**config.mk**
```make
export PLATFORM = sky130hd
export DESIGN_NAME = ncs_serial_mul
export DESIGN_NICKNAME = d
export VERILOG_FILES = /design/src/rtl/core/ncs_serial_mul.sv
export SDC_FILE = /design/constraint.sdc
export NUM_CORES = 1
export LEC_CHECK = 0
export BUFFER_PORTS_ARGS = -buffer_cell sky130_fd_sc_hd__buf_2
export CAP_MARGIN = 10
export CORE_MARGIN = 10
export CORE_UTILIZATION = 56
export CTS_CLUSTER_SIZE = 25
export DETAILED_ROUTE_END_ITERATION = 10
export PLACE_DENSITY = 0.77
export SLEW_MARGIN = 20
export SYNTH_ARGS = -nofsm -noshare
export SYNTH_HDL_FRONTEND = slang
export SYNTH_SLANG_ARGS = --single-unit
```
**constraint.sdc**
```tcl
create_clock -name i_clk -period 5.8 [get_ports i_clk]
set_input_delay 0.58 -clock i_clk [delete_from_list [all_inputs] [get_ports i_clk]]
set_output_delay 0.58 -clock i_clk [all_outputs]
set_load 0.01 [all_outputs]
```
**src/rtl/core/ncs_serial_mul.sv**
```systemverilog
// Bit-serial signed multiplier: A (AW bits) times B (26 bits), shift-add, one B bit a cycle.
module ncs_serial_mul #(
    parameter int AW = 34
) (
    input  logic                      i_clk,
    input  logic                      i_rst_n,
    input  logic                      i_start,
    input  logic signed [AW-1:0]      i_a,
    input  logic signed [25:0]        i_b,
    output logic                      o_done,
    output logic signed [AW+25:0]     o_prod
);
    localparam int PW = AW + 26;

    logic signed [PW-1:0] r_acc, n_acc;
    logic signed [PW-1:0] r_a, n_a;
    logic [25:0]          r_b, n_b;
    logic [4:0]           r_cnt, n_cnt;
    logic                 r_busy, n_busy;
    logic                 r_done, n_done;

    always_comb begin
        n_acc  = r_acc;
        n_a    = r_a;
        n_b    = r_b;
        n_cnt  = r_cnt;
        n_busy = r_busy;
        n_done = 1'b0;
        if (i_start) begin
            n_acc  = '0;
            n_a    = PW'(i_a);
            n_b    = i_b;
            n_cnt  = '0;
            n_busy = 1'b1;
        end else if (r_busy) begin
            // top bit of B carries negative weight
            if (r_b[0]) begin
                n_acc = (r_cnt == 5'd25) ? r_acc - r_a : r_acc + r_a;
            end
            n_a   = r_a <<< 1;
            n_b   = r_b >> 1;
            n_cnt = r_cnt + 5'd1;
            if (r_cnt == 5'd25) begin
                n_busy = 1'b0;
                n_done = 1'b1;
            end
        end
    end

    always_ff @(posedge i_clk) begin
        if (!i_rst_n) begin
            r_busy <= 1'b0;
            r_done <= 1'b0;
            r_cnt  <= '0;
        end else begin
            r_busy <= n_busy;
            r_done <= n_done;
            r_cnt  <= n_cnt;
        end
        r_acc <= n_acc;
        r_a   <= n_a;
        r_b   <= n_b;
    end

    assign o_done = r_done;
    assign o_prod = r_acc;

`ifndef SYNTH
    a_done_after_busy: assert property (@(posedge i_clk) disable iff (!i_rst_n)
        r_done |-> $past(r_busy))
        else $error("done without busy");
    a_start_idle: assert property (@(posedge i_clk) disable iff (!i_rst_n)
        i_start |-> !r_busy)
        else $error("start while busy");
    a_busy_done: assert property (@(posedge i_clk) disable iff (!i_rst_n)
        (r_busy && r_cnt == 5'd25 && !i_start) |=> r_done)
        else $error("missing done");
`endif
endmodule

```
==> key figures, run 1 <==
Synth
  • Seq cells post-synth: between 150 and 200
  • Most used DFF post-synth: edfxtp_1
  • Count of different cell masters after synthesis: 67
  • Synthesized instance count: between 1000 and 1500
  • Ys Warns: 0
  • Syn Area/Cell: between 8 and 9 sq um
  • Ys async rst share: 0
  • Sequential fraction of the synthesis area: 0.370
  • Post-synth EDFFs: between 80 and 90
  • Syn_nets: between 1000 and 1500
  • Synthesized area: 10600 sq um

Run status
  • Status: finished, final reports clean

Detailed routing
  • Via count: 9338
  • Drt drc: 0
  • Drt via density: 6.12
  • Post-Route WL: around 28 mm
  • Post-DR wirelength/cell: 18.5 um
  • 1st-pass router iterations: 5
  • DRT antenna net count: 0
  • Iter 0 DRT Violations: a little over 800

Cells and area
  • Antenna cells: 0
  • Core Util, Final: 0.641
  • Fillcell total: around 1600
  • Share of layout cells above drive strength 1: 0.186
  • Most frequent cells in the layout: 152 x nand2_1, 122 x buf_2, 117 x a21oi_1
  • Synth-to-Final Area Change: 12.9%
  • Most common cell after layout, fill and taps aside: nand2_1
  • # nets final: approximately 1400

Setup path
  • Slowest library cell on the worst path: or4_1
  • Critical path capture point type: flip-flop
  • WP data arrival: 5670 ps
  • Worst Setup Start Kind: flip-flop
  • CP max stage delay: between 400 and 500 ps
  • R2R setup slack: between 400 and 500 ps
  • R2R depth: 16
  • CP Cell Sequence: or3_1 > or3_1 > or4_1 > o41ai_1 > xor2_1 > ha_1 > a21oi_1 > o21ai_0 > a2111o_1 > a21oi_1 > o21a_1 > o21ai_1 > a31oi_1 > a2111oi_0 > o21bai_1 > mux2_4
  • CP max FO: 6
  • Type of the worst setup path: reg -> reg
  • Critical Path RT: 6130 ps

Pwr
  • Peak VDD IR: approximately 0.2 mV
  • Power density over cell area: 281 nW/um^2
  • Leakage power: 0.00513 uW

Timing
  • Period utilization: 0.922
  • Hold Slack: between 300 and 400 ps
  • Worst slew pin tran: 875 ps
  • Clock Skew: about 12 ps
  • Crit path time final: roughly 5300 ps
  • Setup TNS: 0 ps
  • Final Hold Vio Count: 0
  • Slew HR: 0.417
  • Endpoints failing setup: 0
  • Peak Freq: between 150 and 200 MHz
  • RSZ-0062 raised after global routing: false
  • Slew Limit Fails: 0

Floorplan
  • Die ar.: between 20000 and 25000 sq um
  • CORE AREA: approximately 19000 sq um
  • Die Y: between 150 and 200 um
  • Initial core utilization: 0.568
  • Die width: between 150 and 200 um
  • Num rows: 50
  • I/O pins: around 120

Clock network
  • H-tree depth: 4
  • # clock sinks: between 150 and 200
  • Deepest clock path buffer count: 2
  • Clock slew at reported path FFs: ~70 ps
  • Cts bufs inserted: 17
  • Post-CTS Repair Setup Buffers: 0
  • CTS tree: built
  • Clock Latency Late Sink: ~440 ps
  • Root buffer cell: clkbuf_16

Global route
  • First-pass GRT wire length: approximately 46 mm
  • Grt ovf: 0
  • GR Util All Layers: 0.229
  • Largest net degree at the start of global routing: 87
  • Vias in the first global route: around 9100
  • Initial antenna violation count: 0

Job
  • Maxcap violations: 0

Placement
  • Port-buffer cells: about 120
  • Post-DP HPWL: 21.1 mm
  • Routability cong.: slightly below 1

Hold path
  • Worst hold path depth: 2
  • Hold Path Class: in -> reg
==> cell usage after synthesis, types with 22 or more instances <==
master    count  area [sq um]
ha_1         62           776
nor2_1       61           229
o21ai_0      76           380
a21oi_1     117           586
nand2_1     154           578
edfxtp_1     86          2580
nor3_1       22           110
xor2_1       39           342
dfxtp_1      67          1340
xnor2_1      66           578
nand3_1      34           170
clkbuf_1     60           225
mux2_2       56           631
inv_1        50           188
a21o_1       36           270
==> report_power, final <==
| group | switching (uW) | internal (uW) | total [uW] |
|---|---|---|---|
| Sequential | 94.3 | 1270 | 1360 |
| Clock | 561 | 590 | 1150 |
| Combinational | 508 | 343 | 850 |
| Total | 1160 | 2200 | 3360 |
==> metrics by stage <==
| step | total power (uW) | std cells | cell area [sq um] | setup WS, ps |
|---|---|---|---|---|
| after detailed placement | 2220 | 1495 | 11300 | 494 |
| after CTS | 3360 | 1527 | 11900 | 458 |
| after floorplan | 1980 | 1195 | 10600 | 1220 |
| final | 3360 | 1527 | 12000 | 455 |
| after global routing | 3530 | 1527 | 12000 | 36.9 |
| after global placement | 2210 | 1495 | 11300 | 660 |
==> registers in the layout, indices dropped and copies added, names as in the netlist <==
signal,flops
o_done,1
r_a,60
r_cnt,5
o_prod,60
r_b,26
r_busy,1
==> what timing repair did <==
action | 4_1_cts | 5_1_grt
resized for setup | 0 | 1
setup endpoints to repair | 0 | 1
hold buffers | 0 | 0
==> critical path: cells and delay by family, from the launching register on <==
kind,cells,cell delay (ps)
XOR/XNOR,1,240
adder cells (fa/ha/maj),1,340
AO/OA/AOI/OAI,10,2630
AND/OR/NAND/NOR,3,1290
flip-flops,1,440
multiplexers,1,290
==> cells by family after synthesis <==
kind of cell / after synthesis / synth area share
fa+ha+maj: 63 / 0.0751
mux: 58 / 0.0619
flops: 153 / 0.370
buf+inv: 114 / 0.0404
xor+xnor: 105 / 0.0868
compound gates: 347 / 0.206
simple gates: 355 / 0.159
==> final cells by class <==
class                           count  area, sq um  area share
Clock buffer                       17          425      0.0356
Clock inverter                     15          193      0.0161
Inverter                           50          188      0.0157
Multi-Input combinational cell    928         6260       0.524
Sequential cell                   153         3920       0.328
Tap cell                          234          293      0.0245
Timing Repair Buffer              130          671      0.0561
==> layer usage <==
metal  global-route usage  vias up  share of wire
li1                     -     4535              -
met1                0.301     4395           0.44
met2                0.372      370           0.47
met3               0.0505       38          0.076
met4               0.0614        0          0.013
met5                    0        -              0
==> final timing paths <==
check / end / startpoint
max: o_prod[59] / r_a[9]
min: r_busy / i_rst_n
max reg2reg: o_prod[59] / r_a[9]
min reg2reg: o_prod[37] / o_prod[37]
Power figures use the tool's default switching activity.
==> inputs of run 2 (changes only) <==
--- a/config.mk
+++ b/config.mk
@@ -8,10 +8,11 @@
 export BUFFER_PORTS_ARGS = -buffer_cell sky130_fd_sc_hd__buf_2
 export CAP_MARGIN = 10
 export CORE_MARGIN = 10
-export CORE_UTILIZATION = 56
+export CORE_UTILIZATION = 60
 export CTS_CLUSTER_SIZE = 25
 export DETAILED_ROUTE_END_ITERATION = 10
-export PLACE_DENSITY = 0.77
+export MAX_ROUTING_LAYER = met4
+export PLACE_DENSITY = 0.82
 export SLEW_MARGIN = 20
 export SYNTH_ARGS = -nofsm -noshare
 export SYNTH_HDL_FRONTEND = slang
==> key figures, run 2 (synthesis gave the netlist of run 1 again) <==
Run status
  • Status: finished, final reports clean

Timing
  • Setup TNS: 0 ps
  • Slew Limit Fails: 0
  • RSZ-0062 raised after global routing: false
  • Slack of the critical path: ~290 ps
  • Slew HR: 0.463
  • Worst slew pin tran: around 800 ps
  • Endpoints failing setup: 0
  • Crit path time final: 5510 ps
  • Period utilization: 0.950
  • Peak Freq: 182 MHz
  • Final Hold Vio Count: 0
  • Clock Skew: between 9 and 10 ps

Cells and area
  • Core Util, Final: 0.689
  • # nets final: about 1400
  • Area of the multi-input gates: 6270 sq um
  • Fillcell total: between 1000 and 1500
  • Final non-filler cell total: approximately 1500
  • Share of layout cells above drive strength 1: 0.185
  • Most common cell after layout, fill and taps aside: nand2_1
  • Register area: about 3900 sq um
  • Most frequent cells in the layout: 152 x nand2_1, 122 x buf_2, 117 x a21oi_1
  • Synth-to-Final Area Change: 12.5%

Setup path
  • Critical path capture point type: flip-flop
  • WP data arrival: 5890 ps
  • Type of the worst setup path: reg -> reg
  • R2R setup slack: approximately 290 ps
  • Most frequent cell on the critical path: a21o_1
  • Slowest library cell on the worst path: or4_1
  • Levels on crit path: 18
  • Top delay family on crit path: compound AO/OA/AOI/OAI gates
  • CP max stage delay: around 600 ps
  • Worst Setup Start Kind: flip-flop
  • Crit path buf inv count: 0
  • R2R depth: 18
  • CP Cell Sequence: or4_1 > or2_4 > nor3_4 > nand3_1 > or2_2 > o31ai_1 > xnor2_1 > ha_1 > a21o_1 > a21o_1 > a21o_1 > a31oi_1 > a311o_1 > nand3_1 > a31oi_2 > o21ai_1 > nor4b_1 > a211o_1
  • Critical Path RT: between 6000 and 7000 ps
  • CP max FO: 7

Clock network
  • Cts bufs inserted: 17
  • H-tree depth: 4
  • Resize count post-CTS: 0
  • Hold buffer count at CTS: 0
  • Deepest clock path buffer count: 2
  • Root buffer cell: clkbuf_16
  • # clock sinks: 153
  • Clock slew at reported path FFs: ~70 ps
  • CTS tree: built
  • Clock Latency Late Sink: ~430 ps
  • Post-CTS Repair Setup Buffers: 0

Detailed routing
  • Post-DR wirelength/cell: approximately 19 um
  • Post-Route WL: 29.0 mm
  • Via count: ~9400
  • Drt drc: 0
  • 1st-pass router iterations: 5
  • DRT antenna net count: 0
  • Iter 0 DRT Violations: 825
  • Drt via density: just over 6

Job
  • Maxcap violations: 0

Pwr
  • Peak VDD IR: ~0.23 mV
  • Final Power: 3340 uW
  • Leakage power: about 0.0051 uW
  • Power density over cell area: about 280 nW/um^2

Placement
  • Cells after DPL: about 1500
  • Routability cong.: 0.976
  • Port-buffer cells: between 100 and 150
  • Post-DP HPWL: about 21 mm
  • Place WS: around 440 ps

Floorplan
  • Die width: 153 um
  • Initial core utilization: 0.612
  • Num rows: 48
  • Die Y: ~150 um
  • Die ar.: about 23000 sq um
  • I/O pins: approximately 120
  • CORE AREA: roughly 17000 sq um

Global route
  • Vias in the first global route: ~9000
  • GR Util All Layers: 0.246
  • Initial antenna violation count: 1
  • Largest net degree at the start of global routing: 87
  • Grt ovf: 0
  • First-pass GRT wire length: 47.2 mm

Hold path
  • Worst hold path depth: 2
  • Hold Path Class: in -> reg
==> run 2: changes by cell type in the layout (fill, tap and decap cells not counted), sizes merged <==
| cell | change |
|---|---|
| buf | +1 |
| diode | +1 |
| clkinv | -4 |
| clkbuf | +2 |
| inv | -1 |
| bufinv | +1 |
| clkinvlp | +2 |
==> run 2: final cells by class <==
type | instances | area share
Multi-Input combinational cell | 928 | 0.526
Sequential cell | 153 | 0.329
Timing Repair Buffer | 131 | 0.0569
Clock buffer | 19 | 0.0372
Tap cell | 225 | 0.0236
Inverter | 50 | 0.0157
Clock inverter | 13 | 0.0113
Antenna cell | 1 | 0.000210
==> run 2: per-stage QoR <==
stage,instance area (sq um),hold WS [ps]
floorplan,10600,484
global placement,11300,460
detailed placement,11300,465
CTS,11900,368
global route,11900,370
finish,11900,370
==> run 2: path summary, 6_finish.rpt <==
path	from	to
min	i_rst_n	r_busy
max	r_a[15]	o_prod[50]
min reg2reg	o_prod[55]	o_prod[55]
max reg2reg	r_a[15]	o_prod[50]
==> run 2: worst register-to-register path, stage by stage, from the launching register on <==
cell and delay, ps:
edfxtp_1 460, or4_1 600, or2_4 270, nor3_4 240, nand3_1 220, or2_2 380, o31ai_1 300, xnor2_1 220
ha_1 370, a21o_1 190, a21o_1 170, a21o_1 200, a31oi_1 410, a311o_1 260, nand3_1 80, a31oi_2 320
o21ai_1 270, nor4b_1 350, a211o_1 150
==> run 2: layer usage <==
metal,vias up,part of all wire,GRT usage
met5,-,0,-
met4,0,0.019,0.0668
met3,44,0.082,0.0511
met2,430,0.45,0.381
met1,4437,0.45,0.321
li1,4537,-,-
==> run 2: power breakdown <==
group | internal [uW] | total [uW] | switching (uW)
Combinational | 344 | 861 | 517
Sequential | 1270 | 1360 | 93.3
Clock | 615 | 1120 | 501
